**config.mk**
```make
export PLATFORM = sky130hd
export DESIGN_NAME = frequency_based_block_replacement_top
export DESIGN_NICKNAME = d
export VERILOG_FILES = /design/src/hw/rtl/fbr_pkg.sv /design/src/hw/rtl/frequency_based_block_replacement_top.sv /design/src/hw/rtl/fbr_ram.sv
export SDC_FILE = /design/constraint.sdc
export NUM_CORES = 2
export LEC_CHECK = 0
export BUFFER_PORTS_ARGS = -buffer_cell sky130_fd_sc_hd__buf_2
export CAP_MARGIN = 20
export CORE_ASPECT_RATIO = 1.4
export CORE_MARGIN = 2
export CORE_UTILIZATION = 40
export DETAILED_ROUTE_END_ITERATION = 8
export GPL_ROUTABILITY_DRIVEN = 0
export PLACE_DENSITY = 0.64
export SLEW_MARGIN = 5
export SYNTH_ARGS = -nofsm -noshare
export SYNTH_HDL_FRONTEND = slang
export SYNTH_HIERARCHICAL = 1
export SYNTH_SLANG_ARGS = --single-unit
```
**constraint.sdc**
```tcl
create_clock -name i_clk -period 12.3 [get_ports i_clk]
set_clock_uncertainty 0.15 [all_clocks]
set_input_delay 1.845 -clock i_clk [delete_from_list [all_inputs] [get_ports i_clk]]
set_output_delay 1.845 -clock i_clk [all_outputs]
set_load 0.005 [all_outputs]
```
**src/hw/rtl/fbr_pkg.sv**
```systemverilog
// Package for the frequency-based replacement directory.
// Holds field widths, register indexes, the entry layout and the sequencer states.
`default_nettype none
package fbr_pkg;
    localparam int CAPACITY_DEF = 16;
    localparam int FILE_W       = 16;
    localparam int BLK_W        = 24;
    localparam int CNT_W        = 16;
    localparam int TOT_W        = 5;
    localparam int SEC_W        = 4;
    localparam int POS_W        = 5;
    localparam int CFG_IDX_W    = 2;
    localparam int CFG_DAT_W    = 5;

    localparam logic [CFG_IDX_W-1:0] CFG_TOTAL = 2'd0;
    localparam logic [CFG_IDX_W-1:0] CFG_NEW   = 2'd1;
    localparam logic [CFG_IDX_W-1:0] CFG_OLD   = 2'd2;

    localparam logic [TOT_W-1:0] TOTAL_RST = 5'd16;
    localparam logic [SEC_W-1:0] NEW_RST   = 4'd4;
    localparam logic [SEC_W-1:0] OLD_RST   = 4'd4;

    typedef struct packed {
        logic [FILE_W-1:0] file;
        logic [BLK_W-1:0]  blk;
        logic [CNT_W-1:0]  cnt;
    } t_entry;

    typedef enum logic [3:0] {
        ST_IDLE,
        ST_SRCH_RD,
        ST_SRCH_CHK,
        ST_SHIFT_RD,
        ST_SHIFT_WR,
        ST_FRONT,
        ST_SORT_RDI,
        ST_SORT_KEY,
        ST_SORT_RDJ,
        ST_SORT_CMP,
        ST_SORT_PUT,
        ST_OUT
    } t_state;
endpackage
`default_nettype wire

```
**src/hw/rtl/frequency_based_block_replacement_top.sv**
```systemverilog
// Top level of the frequency-based replacement directory.
// Depends on fbr_pkg and fbr_ram.
`default_nettype none
// The directory keeps a recency-ordered list of (file, block) tags with
// reference counts in one RAM, position 0 being the most recent. Each item
// is handled in order: a linear search reads each position and then checks
// it, then the list is shifted back one position at a time, each a read and
// a write, up to the hit or insert point, the item is written at the front,
// and when the old section needs it an insertion sort by descending count
// runs over the old section, each compare a read and a check. All of this
// goes through the one RAM read port, so the steps run one after another.
// For each old-section entry it visits, the sort reads it, takes it as the
// key and puts it back; its compares are quadratic in the old section size
// in the worst case. A new item is taken only when the sequencer is
// idle; the result register lets the next item enter while a result waits.
// Configuration must be written only while idle.
module frequency_based_block_replacement_top
    import fbr_pkg::*;
#(
    parameter int CAPACITY = CAPACITY_DEF
) (
    input  wire logic                 i_clk,
    input  wire logic                 i_rst_n,
    input  wire logic                 i_valid,
    output logic                      o_stall,
    input  wire logic [FILE_W-1:0]    i_file_id,
    input  wire logic [BLK_W-1:0]     i_block_number,
    output logic                      o_valid,
    input  wire logic                 i_stall,
    output logic                      o_hit,
    output logic [POS_W-1:0]          o_hit_position,
    output logic                      o_evicted,
    output logic [FILE_W-1:0]         o_evicted_file,
    output logic [BLK_W-1:0]          o_evicted_block,
    input  wire logic                 i_cfg_we,
    input  wire logic [CFG_IDX_W-1:0] i_cfg_index,
    input  wire logic [CFG_DAT_W-1:0] i_cfg_data
);
    localparam int AW = $clog2(CAPACITY);
    localparam int CW = $clog2(CAPACITY + 1);
    localparam int IW = (CW > TOT_W) ? CW : TOT_W;
    localparam logic [IW-1:0] CAP_V = IW'(CAPACITY);
    localparam logic [IW-1:0] ONE   = IW'(1);

    // configuration
    logic [TOT_W-1:0] r_total;
    logic [SEC_W-1:0] r_new_sz, r_old_sz;

    // sequencer
    t_state r_state, n_state;
    logic [IW-1:0] r_occ, n_occ;
    logic [IW-1:0] r_k, n_k;     // search index
    logic [IW-1:0] r_j, n_j;     // shift / insertion index
    logic [IW-1:0] r_i, n_i;     // sort outer index
    logic [CNT_W-1:0] r_cnt, n_cnt;
    logic r_sort, n_sort;
    logic [FILE_W-1:0] r_file, n_file;
    logic [BLK_W-1:0] r_blk, n_blk;
    t_entry r_key, n_key;
    logic r_hit, n_hit, r_ev, n_ev;
    logic [POS_W-1:0] r_pos, n_pos;
    logic [FILE_W-1:0] r_evf, n_evf;
    logic [BLK_W-1:0] r_evb, n_evb;

    // result register
    logic r_ov;
    logic r_o_hit, r_o_ev;
    logic [POS_W-1:0] r_o_pos;
    logic [FILE_W-1:0] r_o_evf;
    logic [BLK_W-1:0] r_o_evb;

    // RAM port
    logic ram_we;
    logic [AW-1:0] ram_waddr, ram_raddr;
    t_entry ram_wdata, ram_rdata;

    fbr_ram #(.WIDTH($bits(t_entry)), .DEPTH(CAPACITY)) u_ram (
        .i_clk  (i_clk),
        .i_we   (ram_we),
        .i_waddr(ram_waddr),
        .i_wdata(ram_wdata),
        .i_raddr(ram_raddr),
        .o_rdata(ram_rdata)
    );

    // section boundaries
    logic [IW-1:0] eff_t, new_v, old_v, start, pos;
    logic tag_match, out_free;
    always_comb begin
        eff_t = (IW'(r_total) < CAP_V) ? IW'(r_total) : CAP_V;
        new_v = IW'(r_new_sz);
        old_v = IW'(r_old_sz);
        start = (eff_t > old_v) ? eff_t - old_v : '0;
        pos   = r_k + ONE;
        tag_match = (ram_rdata.file == r_file) && (ram_rdata.blk == r_blk);
        out_free  = !r_ov || !i_stall;
    end

    assign o_stall = (r_state != ST_IDLE);

    // next state and datapath updates
    always_comb begin
        n_state = r_state;
        n_occ = r_occ; n_k = r_k; n_j = r_j; n_i = r_i;
        n_cnt = r_cnt; n_sort = r_sort; n_file = r_file; n_blk = r_blk;
        n_key = r_key; n_hit = r_hit; n_ev = r_ev; n_pos = r_pos;
        n_evf = r_evf; n_evb = r_evb;
        unique case (r_state)
            ST_IDLE: begin
                if (i_valid) begin
                    n_file = i_file_id;
                    n_blk  = i_block_number;
                    n_k = '0; n_hit = 1'b0; n_pos = '0;
                    n_ev = 1'b0; n_evf = '0; n_evb = '0;
                    n_cnt = CNT_W'(1); n_sort = 1'b0; n_j = '0;
                    if (r_occ != '0) begin
                        n_state = ST_SRCH_RD;
                    end else if (eff_t == '0) begin
                        // nothing may stay: the new tag itself goes out
                        n_ev = 1'b1; n_evf = i_file_id; n_evb = i_block_number;
                        n_state = ST_OUT;
                    end else begin
                        n_occ = ONE;
                        n_state = ST_FRONT;
                    end
                end
            end
            ST_SRCH_RD: n_state = ST_SRCH_CHK;
            ST_SRCH_CHK: begin
                if (tag_match) begin
                    n_hit = 1'b1;
                    n_pos = pos[POS_W-1:0];
                    n_cnt = ram_rdata.cnt;
                    n_sort = 1'b0;
                    if (pos > new_v) begin
                        if (ram_rdata.cnt != '1) begin
                            n_cnt = ram_rdata.cnt + CNT_W'(1);
                        end
                        n_sort = (eff_t < old_v) || (pos > eff_t - old_v);
                    end
                    n_j = r_k;
                    n_state = (r_k == '0) ? ST_FRONT : ST_SHIFT_RD;
                end else if (pos == r_occ) begin
                    // miss: the last read entry is the tail
                    n_cnt = CNT_W'(1);
                    if (r_occ >= eff_t) begin
                        n_ev = 1'b1; n_evf = ram_rdata.file; n_evb = ram_rdata.blk;
                        n_j = r_occ - ONE;
                        n_sort = 1'b1;
                    end else begin
                        n_j = r_occ;
                        n_occ = r_occ + ONE;
                        n_sort = 1'b0;
                    end
                    n_state = (n_j == '0) ? ST_FRONT : ST_SHIFT_RD;
                end else begin
                    n_k = pos;
                    n_state = ST_SRCH_RD;
                end
            end
            ST_SHIFT_RD: n_state = ST_SHIFT_WR;
            ST_SHIFT_WR: begin
                n_j = r_j - ONE;
                n_state = (r_j == ONE) ? ST_FRONT : ST_SHIFT_RD;
            end
            ST_FRONT: begin
                n_i = start + ONE;
                n_state = (r_sort && (start + ONE < r_occ)) ? ST_SORT_RDI : ST_OUT;
            end
            ST_SORT_RDI: n_state = ST_SORT_KEY;
            ST_SORT_KEY: begin
                n_key = ram_rdata;
                n_j = r_i;
                n_state = ST_SORT_RDJ;
            end
            ST_SORT_RDJ: n_state = ST_SORT_CMP;
            ST_SORT_CMP: begin
                if (ram_rdata.cnt < r_key.cnt) begin
                    n_j = r_j - ONE;
                    n_state = (r_j - ONE > start) ? ST_SORT_RDJ : ST_SORT_PUT;
                end else begin
                    n_state = ST_SORT_PUT;
                end
            end
            ST_SORT_PUT: begin
                n_i = r_i + ONE;
                n_state = (r_i + ONE < r_occ) ? ST_SORT_RDI : ST_OUT;
            end
            ST_OUT: begin
                if (out_free) n_state = ST_IDLE;
            end
            default: n_state = ST_IDLE;
        endcase
    end

    // RAM control
    always_comb begin
        ram_we = 1'b0;
        ram_waddr = r_j[AW-1:0];
        ram_wdata = ram_rdata;
        ram_raddr = r_k[AW-1:0];
        unique case (r_state)
            ST_SHIFT_RD: ram_raddr = AW'(r_j - ONE);
            ST_SHIFT_WR: ram_we = 1'b1;
            ST_FRONT: begin
                ram_we = 1'b1;
                ram_waddr = '0;
                ram_wdata = '{file: r_file, blk: r_blk, cnt: r_cnt};
            end
            ST_SORT_RDI: ram_raddr = r_i[AW-1:0];
            ST_SORT_RDJ: ram_raddr = AW'(r_j - ONE);
            ST_SORT_CMP: ram_we = (ram_rdata.cnt < r_key.cnt);
            ST_SORT_PUT: begin
                ram_we = 1'b1;
                ram_wdata = r_key;
            end
            default: ram_raddr = r_k[AW-1:0];
        endcase
    end

    always_ff @(posedge i_clk) begin
        if (!i_rst_n) begin
            r_state <= ST_IDLE;
            r_occ <= '0;
            r_ov <= 1'b0;
            r_total <= TOTAL_RST;
            r_new_sz <= NEW_RST;
            r_old_sz <= OLD_RST;
        end else begin
            r_state <= n_state;
            r_occ <= n_occ;
            // load the result when the sequencer finishes, drop it when taken
            if (r_state == ST_OUT && out_free) begin
                r_ov <= 1'b1;
            end else if (!i_stall) begin
                r_ov <= 1'b0;
            end
            if (i_cfg_we) begin
                unique case (i_cfg_index)
                    CFG_TOTAL: r_total <= i_cfg_data;
                    CFG_NEW:   r_new_sz <= i_cfg_data[SEC_W-1:0];
                    CFG_OLD:   r_old_sz <= i_cfg_data[SEC_W-1:0];
                    default: ;
                endcase
            end
        end
    end

    always_ff @(posedge i_clk) begin
        r_k <= n_k; r_j <= n_j; r_i <= n_i; r_cnt <= n_cnt; r_sort <= n_sort;
        r_file <= n_file; r_blk <= n_blk; r_key <= n_key;
        r_hit <= n_hit; r_ev <= n_ev; r_pos <= n_pos; r_evf <= n_evf; r_evb <= n_evb;
        if (r_state == ST_OUT && out_free) begin
            r_o_hit <= r_hit;
            r_o_pos <= r_pos;
            r_o_ev  <= r_ev;
            r_o_evf <= r_evf;
            r_o_evb <= r_evb;
        end
    end

    assign o_valid         = r_ov;
    assign o_hit           = r_o_hit;
    assign o_hit_position  = r_o_pos;
    assign o_evicted       = r_o_ev;
    assign o_evicted_file  = r_o_evf;
    assign o_evicted_block = r_o_evb;
endmodule
`default_nettype wire

```
**src/hw/rtl/fbr_ram.sv**
```systemverilog
// Generic simple dual-port RAM: one write port, one read port, registered read.
// No package dependency.
`default_nettype none
module fbr_ram #(
    parameter int WIDTH = 8,
    parameter int DEPTH = 16
) (
    input  wire logic                     i_clk,
    input  wire logic                     i_we,
    input  wire logic [$clog2(DEPTH)-1:0] i_waddr,
    input  wire logic [WIDTH-1:0]         i_wdata,
    input  wire logic [$clog2(DEPTH)-1:0] i_raddr,
    output logic      [WIDTH-1:0]         o_rdata
);
    logic [WIDTH-1:0] r_mem [DEPTH];

    always_ff @(posedge i_clk) begin
        if (i_we) begin
            r_mem[i_waddr] <= i_wdata;
        end
        o_rdata <= r_mem[i_raddr];
    end
endmodule
`default_nettype wire

```
# Word level (Yosys, flattened, before mapping)

Memories as Yosys holds them, arrays and structs flattened. A register that Yosys moved wholly into a read port is not among the register bits.
Cells that the tools add are included.

Add/subtract/negate cells: 8
Multipliers: 0
Divide/modulo/power cells: 0
Magnitude comparators: 10
Eq/ne operators: 31
Shifts and indexed selects: 0
Mux-type cells: 81
Bitwise gates (word level): 0
Reductions and logical operators: 30

Operators by type and width:

| operator                                                              | count |
|---|---|
| 16-bit 2-to-1 mux                                                     | 11 |
| 24-bit 2-to-1 mux                                                     | 6 |
| 56-bit one-hot mux with 2 select lines                                | 1 |
| 5-bit 2-to-1 mux                                                      | 19 |
| 16-bit one-hot mux with 2 select lines                                | 2 |
| 24-bit one-hot mux with 2 select lines                                | 1 |
| 4-bit one-hot mux with 12 select lines                                | 1 |
| 5-bit one-hot mux with 2 select lines                                 | 4 |
| 4-bit 2-to-1 mux                                                      | 7 |
| 5-bit one-hot mux with 5 select lines                                 | 1 |
| 24-bit equality test                                                  | 1 |
| 2-bit != test, second input constant                                  | 11 |
| 5-bit by 1-bit adder with 5-bit output, second input constant         | 4 |
| 16-bit by 1-bit adder with 16-bit output, second input constant       | 1 |
| 16-bit equality test                                                  | 1 |
| 4-bit by 3-bit equality test with 1-bit output, second input constant | 4 |
| 4-bit equality test, second input constant                            | 4 |
| 16-bit < comparator                                                   | 1 |
| 1-bit 2-to-1 mux                                                      | 16 |
| 16-bit != test, second input constant                                 | 1 |
| 5-bit zero test                                                       | 3 |
| 3-bit 2-to-1 mux                                                      | 5 |
| 5-bit by 4-bit > comparator with 1-bit output                         | 2 |
| 5-bit > comparator                                                    | 2 |
| other kinds (32)                                                      | 51 |

Flip-flop bits (word level): 245
Bits in latches: 0
Bits in writable memories: 896
Bits in read-only memories: 0
Input port bits: 52
Output and inout bits: 49
Word-level logic and storage cells: 187
Memories kept: 1

Memories:

| memory      | depth | bits a word | read ports | clocked after Yosys merged registers in | wr ports | RTL line      | text |
|---|---|---|---|---|---|---|---|
| u_ram.r_mem | 16    | 56          | 1          | 1                                       | 1        | fbr_ram.sv:15 | `logic [WIDTH-1:0] r_mem [DEPTH];` |

# Depth between registers and ports, before layout

Word-level depth: 12
Depth in mapped cells: 20
Mapped depth without buffers: 20

# Modules after synthesis

Netlist, hierarchy kept.

By module, submodules not included:

| module                                | instances | cells each | area an instance (µm²) | sequential area each (µm²) |
|---|---|---|---|---|
| fbr_ram                               | 1         | 1445       | 34678.3                | 28026.9 |
| frequency_based_block_replacement_top | 1         | 1140       | 12568.3                | 7126.8 |

# Least setup slack after synthesis

OpenSTA, ideal clock, no wires.

Path kind: register -> register
From: register u_ram.o_rdata[9] (read register of u_ram.r_mem)
To: memory u_ram/r_mem[0][0] (netlist bit) (enable)
Data arrival time: 5.935 ns
Slack: 5.676 ns
Cell stages (with the launch flop): 10
Period minus slack after synthesis: 6.624 ns
Path through: dfxtp_1 > ha_1 > a211oi_1 > o21ai_0 > a21oi_1 > o21a_1 > a31oi_1 > o21ai_0 > or3b_2 > nor3_1

Cells in the longest elaborated chain, start to end: 4

Ends and longest elaborated chain:

| item                                   | RTL line                                     | text |
|---|---|---|
| from (decl)                            | fbr_ram.sv:13                                | `output logic [WIDTH-1:0] o_rdata` |
| 16-bit < comparator                    | frequency_based_block_replacement_top.sv:212 | `ST_SORT_CMP: ram_we = (ram_rdata.cnt < r_key.cnt);` |
| 1-bit one-hot mux with 2 select lines  | frequency_based_block_replacement_top.sv:202 | `unique case (r_state)` |
| net ram_we                             | frequency_based_block_replacement_top.sv:73  | `logic ram_we;` |
| 1-bit 2-to-1 mux                       | fbr_ram.sv:18                                | `if (i_we) begin` |
| 1-bit 2-to-1 mux (implied by the code) | fbr_ram.sv:19                                | `r_mem[i_waddr] <= i_wdata;` |
| to (decl)                              | fbr_ram.sv:15                                |  |

The timed path passes the listed nets, and every way through them passes these cells.

# Final worst setup path

From: register r_state[0]
To: register u_ram.o_rdata[12] (read register of u_ram.r_mem)

Cells in the longest elaborated chain, start to end: 3

Ends and longest elaborated chain:

| item                                                                                  | RTL line                                     | text |
|---|---|---|
| from (decl)                                                                           | frequency_based_block_replacement_top.sv:50  | `t_state r_state, n_state;` |
| from (signal assigned)                                                                | frequency_based_block_replacement_top.sv:230 | `r_state <= n_state;` |
| 4-bit equality test or 4-bit by 2-bit equality test with 1-bit output (tied branches) | frequency_based_block_replacement_top.sv:202 |  |
| 2-bit OR reduction (no line)                                                          | --                                           |  |
| 4-bit one-hot mux with 2 select lines (*)                                             | frequency_based_block_replacement_top.sv:202 |  |
| net ram_raddr[1]                                                                      | frequency_based_block_replacement_top.sv:74  | `logic [AW-1:0] ram_waddr, ram_raddr;` |

The timed path passes the listed nets; every way through them passes the cells marked *.
A chain may end at the register's enable or synchronous reset.

==> out/results.txt <==
The flow ran to the end, and the final reports show no timing, DRC or antenna violations. The via count of the first global-routing pass was 26.1k. Synthesis produced 2585 cells. Cells fill 45.5% of the core in the end. The post-CTS resize count was 0; the initial antenna violation count was 1. The proportion of layout cells with a drive suffix above 1 was 21.3%; the number of sinks on the clock net was 1197.

The number of hold-slack violations in the final timing report came out at 0. The routed design could run at a clock period as short as 5.15 ns. The worst register-to-register path has a depth of 12. The tools report the largest net degree at the start of global routing as 105. After clock tree synthesis, the clock-pin slew on the worst setup and hold paths is 0.07 ns. The worst register-to-register path ends at u_ram/o_rdata[12]$_DFF_P_. For this run, the number of standard cells in the final layout without fillers is 4336. Yosys mapped a number of flops with a built-in enable equal to 1118.

The setup check on the worst reg-to-reg path leaves a slack of 7.15 ns. The critical path capture point type is a flop. After routing, the total negative slack on setup checks comes to 0 ns. The longest clock path from root to sink contains 3 buffers. In this run the number of H-tree levels came out at 3. For the length of the first detailed-routing pass in iterations, the log shows 8. The logs give 0.254 mV for the largest voltage drop on the vdd net and 2848 for the initial detailed-routing violation count.

The vertical die dimension was 411 um; the number of cells on the worst hold path was 0. At the later pin of the worst-skew pair, clock insertion delay measures 0.74 ns. The number of failing setup endpoints in the final timing report is 0, and the post-synthesis register bit count is 1197. Synthesis instantiated 74 different standard cells from the library. The remaining global-route overflow was 0; the synthesis-to-finish area growth was 13.1%.

Detailed placement finished with a half-perimeter wire length of 67700 um. Of the synthesized area, sequential elements account for 74.4%. The final-stage net count is 2835, and the summed area of non-filler cells in the final layout is 0.0535 mm2. Based on the critical path, the design can be clocked at up to 194 MHz. The first global-routing pass estimated 179000 um of wire.

Setup repair after global routing left no endpoint under its margin. At the pin with the least slew margin, the transition time is 1.27 ns. Including well taps, the total number of placed cells is 4120. The post-detailed-routing wire length was 123000 um; the row count was 149.

The worst setup path is launched from a flop. The synthesized area per cell was 18.3 um2. The most used flip-flop cell after synthesis is sky130_fd_sc_hd__edfxtp_1. The area inside the core boundary is 0.117 mm2. STA puts the critical path data required time at 12.75 ns. Worst endpoint data arrival time: 5.60 ns.

The area of the die was 0.121 mm2. The class of the most critical hold timing path was reg -> reg. Dividing the detail-routed via count by the number of cells gives 5.89. The final count of pins violating max slew is 0.

In this run the most critical hold path is launched from r_evf[1]$_DFFE_PP_. The count of synthesis-stage warnings from yosys was 6; the maximum fanout along the worst path was 54. Dividing the detail-routed wire length by the instance count gives 28.4 um. The count of nets left with antenna violations once routing finished came out at 0. During placement, the flow inserted port buffers numbering 100.

The leakage power figure came out at 17.7 nW. The cell sitting at the root of the clock tree is a sky130_fd_sc_hd__clkbuf_16. After layout, the worst setup slack is 7.15 ns.

For the final worst hold slack, the log shows 0.258 ns. Timing analysis after detailed placement gives a worst setup slack of 6.95 ns. Power comes to 13.9 mW. The critical path is of the reg -> reg type. Of all flip-flops after synthesis, the portion carrying an async set or reset was 0%. For hold timing, the worst endpoint is o_evicted_file[1]$_DFFE_PP_. TritonCTS built the clock tree.

In this run the cell area measured after placement is 0.0496 mm2. Synthesis produced a netlist with a net count of 2694. The launching point of the worst reg2reg path is r_state[0]$_SDFFE_PN0P_. In this run the cell area of the synthesized design comes to 0.0472 mm2. For this run, design rule violations remaining after detail routing come to 0. For the worst relative slew slack, the log shows 15.5%. Share of the clock period used by the worst path: 41.8%. The total global-route track usage is 20.4%, and the number of buffers inserted for hold repair after clock tree synthesis is 0. The run gives 0 as the number of post-CTS setup repair buffers.

Once the floorplan was initialized, standard cells occupied 40.2% of the core. Across the run, the number of max-cap violations was 0. TritonCTS created 113 clock buffers. The routed via count is 25.5k. The diode insertion count for antenna repair is 0. Dividing total power by cell area gives a power density of 259 mW/mm2. The top-level I/O count was 101. The floorplan die width was 294 um.
power breakdown:
| group | internal, mW | switching, mW | total [mW] |
|---|---|---|---|
| logic | 1.67 | 2.73 | 4.40 |
| registers | 5.55 | 0.327 | 5.87 |
| clock network | 2.05 | 1.55 | 3.59 |
| total | 9.26 | 4.61 | 13.9 |
critical path, cell delays in order (launching register included):
cell and delay, ns:
sky130_fd_sc_hd__dfxtp_1 0.74, sky130_fd_sc_hd__nor2_1 0.17, sky130_fd_sc_hd__nand2_1 0.10, sky130_fd_sc_hd__o21ai_0 0.08, sky130_fd_sc_hd__nand2b_1 0.19, sky130_fd_sc_hd__inv_1 0.06
sky130_fd_sc_hd__nor2_1 0.28, sky130_fd_sc_hd__a221o_4 0.83, sky130_fd_sc_hd__buf_4 0.80, sky130_fd_sc_hd__buf_4 0.78, sky130_fd_sc_hd__mux4_2 0.41, sky130_fd_sc_hd__a22oi_1 0.23
sky130_fd_sc_hd__nand2_1 0.14
final cells by class:
cell class,instances,area [um2]
clock buffers,149,3070
multi-input cells,1212,11500
inverters,52,195
fillers,9893,64000
well taps,1510,1890
flip-flops and latches,1197,35200
clock inverters,66,769
repair buffers,150,908
synth_stat cells, types with 37 or more instances:
cell type | n | area share [%]
sky130_fd_sc_hd__a21oi_1 | 37 | 0.39
sky130_fd_sc_hd__a22oi_1 | 155 | 2.5
sky130_fd_sc_hd__clkbuf_1 | 72 | 0.57
sky130_fd_sc_hd__dfxtp_1 | 79 | 3.3
sky130_fd_sc_hd__edfxtp_1 | 1118 | 71
sky130_fd_sc_hd__ha_1 | 56 | 1.5
sky130_fd_sc_hd__inv_1 | 50 | 0.40
sky130_fd_sc_hd__mux4_2 | 224 | 11
sky130_fd_sc_hd__nand2_1 | 276 | 2.2
sky130_fd_sc_hd__nor2_1 | 85 | 0.68
sky130_fd_sc_hd__o21ai_0 | 66 | 0.70
sky130_fd_sc_hd__xnor2_1 | 64 | 1.2
cell usage in the layout, fill, tap and decap left out, types with 49 or more instances in the layout:
master | Yosys | routed
sky130_fd_sc_hd__edfxtp_1 | 1118 | 1118
sky130_fd_sc_hd__nand2_1 | 276 | 275
sky130_fd_sc_hd__ha_1 | 56 | 56
sky130_fd_sc_hd__o21ai_0 | 66 | 66
sky130_fd_sc_hd__clkbuf_16 | 0 | 114
sky130_fd_sc_hd__dfxtp_1 | 79 | 79
sky130_fd_sc_hd__buf_2 | 27 | 100
sky130_fd_sc_hd__a22oi_1 | 155 | 155
sky130_fd_sc_hd__inv_1 | 50 | 49
sky130_fd_sc_hd__xnor2_1 | 64 | 64
sky130_fd_sc_hd__mux4_2 | 224 | 224
sky130_fd_sc_hd__nor2_1 | 85 | 69
layer usage:
metal / GRT usage [%] / up-vias / wire, um
li1: - / 10600 / -
met1: 26.0 / 13400 / 46800
met2: 34.9 / 1267 / 62600
met3: 3.43 / 228 / 9370
met4: 7.57 / 2 / 4320
met5: 0 / - / 12
sequential cells by signal (all words and copies together), names as in the netlist, 16 cells and up:
name / count
r_blk: 24
u_ram/o_rdata: 56
r_evf: 16
o_evicted_file: 16
r_cnt: 16
r_evb: 24
r_file: 16
r_key: 56
o_evicted_block: 24
u_ram/r_mem: 896
logic make-up after synthesis:
kind of cell	synth area share, %
AO/OA/AOI/OAI	4.83
XOR/XNOR	1.39
AND/OR/NAND/NOR	4.95
adder cells (fa/ha/maj)	1.53
flip-flops	74.4
buffers and inverters	1.76
multiplexers	11.1
how the worst max path moves through the flow:
| stage | from | to | slack [ns] | cells past startpoint |
|---|---|---|---|---|
| after global routing | r_state[0]$_SDFFE_PN0P_ | u_ram/o_rdata[26]$_DFF_P_ | 6.68 | 13 |
| after global placement | r_state[0]$_SDFFE_PN0P_ | u_ram/o_rdata[41]$_DFF_P_ | 7.06 | 12 |
| after floorplan | u_ram/o_rdata[9]$_DFF_P_ | u_ram/r_mem[0][0]$_DFFE_PP_ | 5.68 | 9 |
| final | r_state[0]$_SDFFE_PN0P_ | u_ram/o_rdata[12]$_DFF_P_ | 7.15 | 12 |
| after CTS | r_state[0]$_SDFFE_PN0P_ | u_ram/o_rdata[41]$_DFF_P_ | 6.90 | 12 |
| after detailed placement | r_state[0]$_SDFFE_PN0P_ | u_ram/o_rdata[26]$_DFF_P_ | 6.95 | 12 |
No activity file was read; power rests on OpenSTA's default activity.
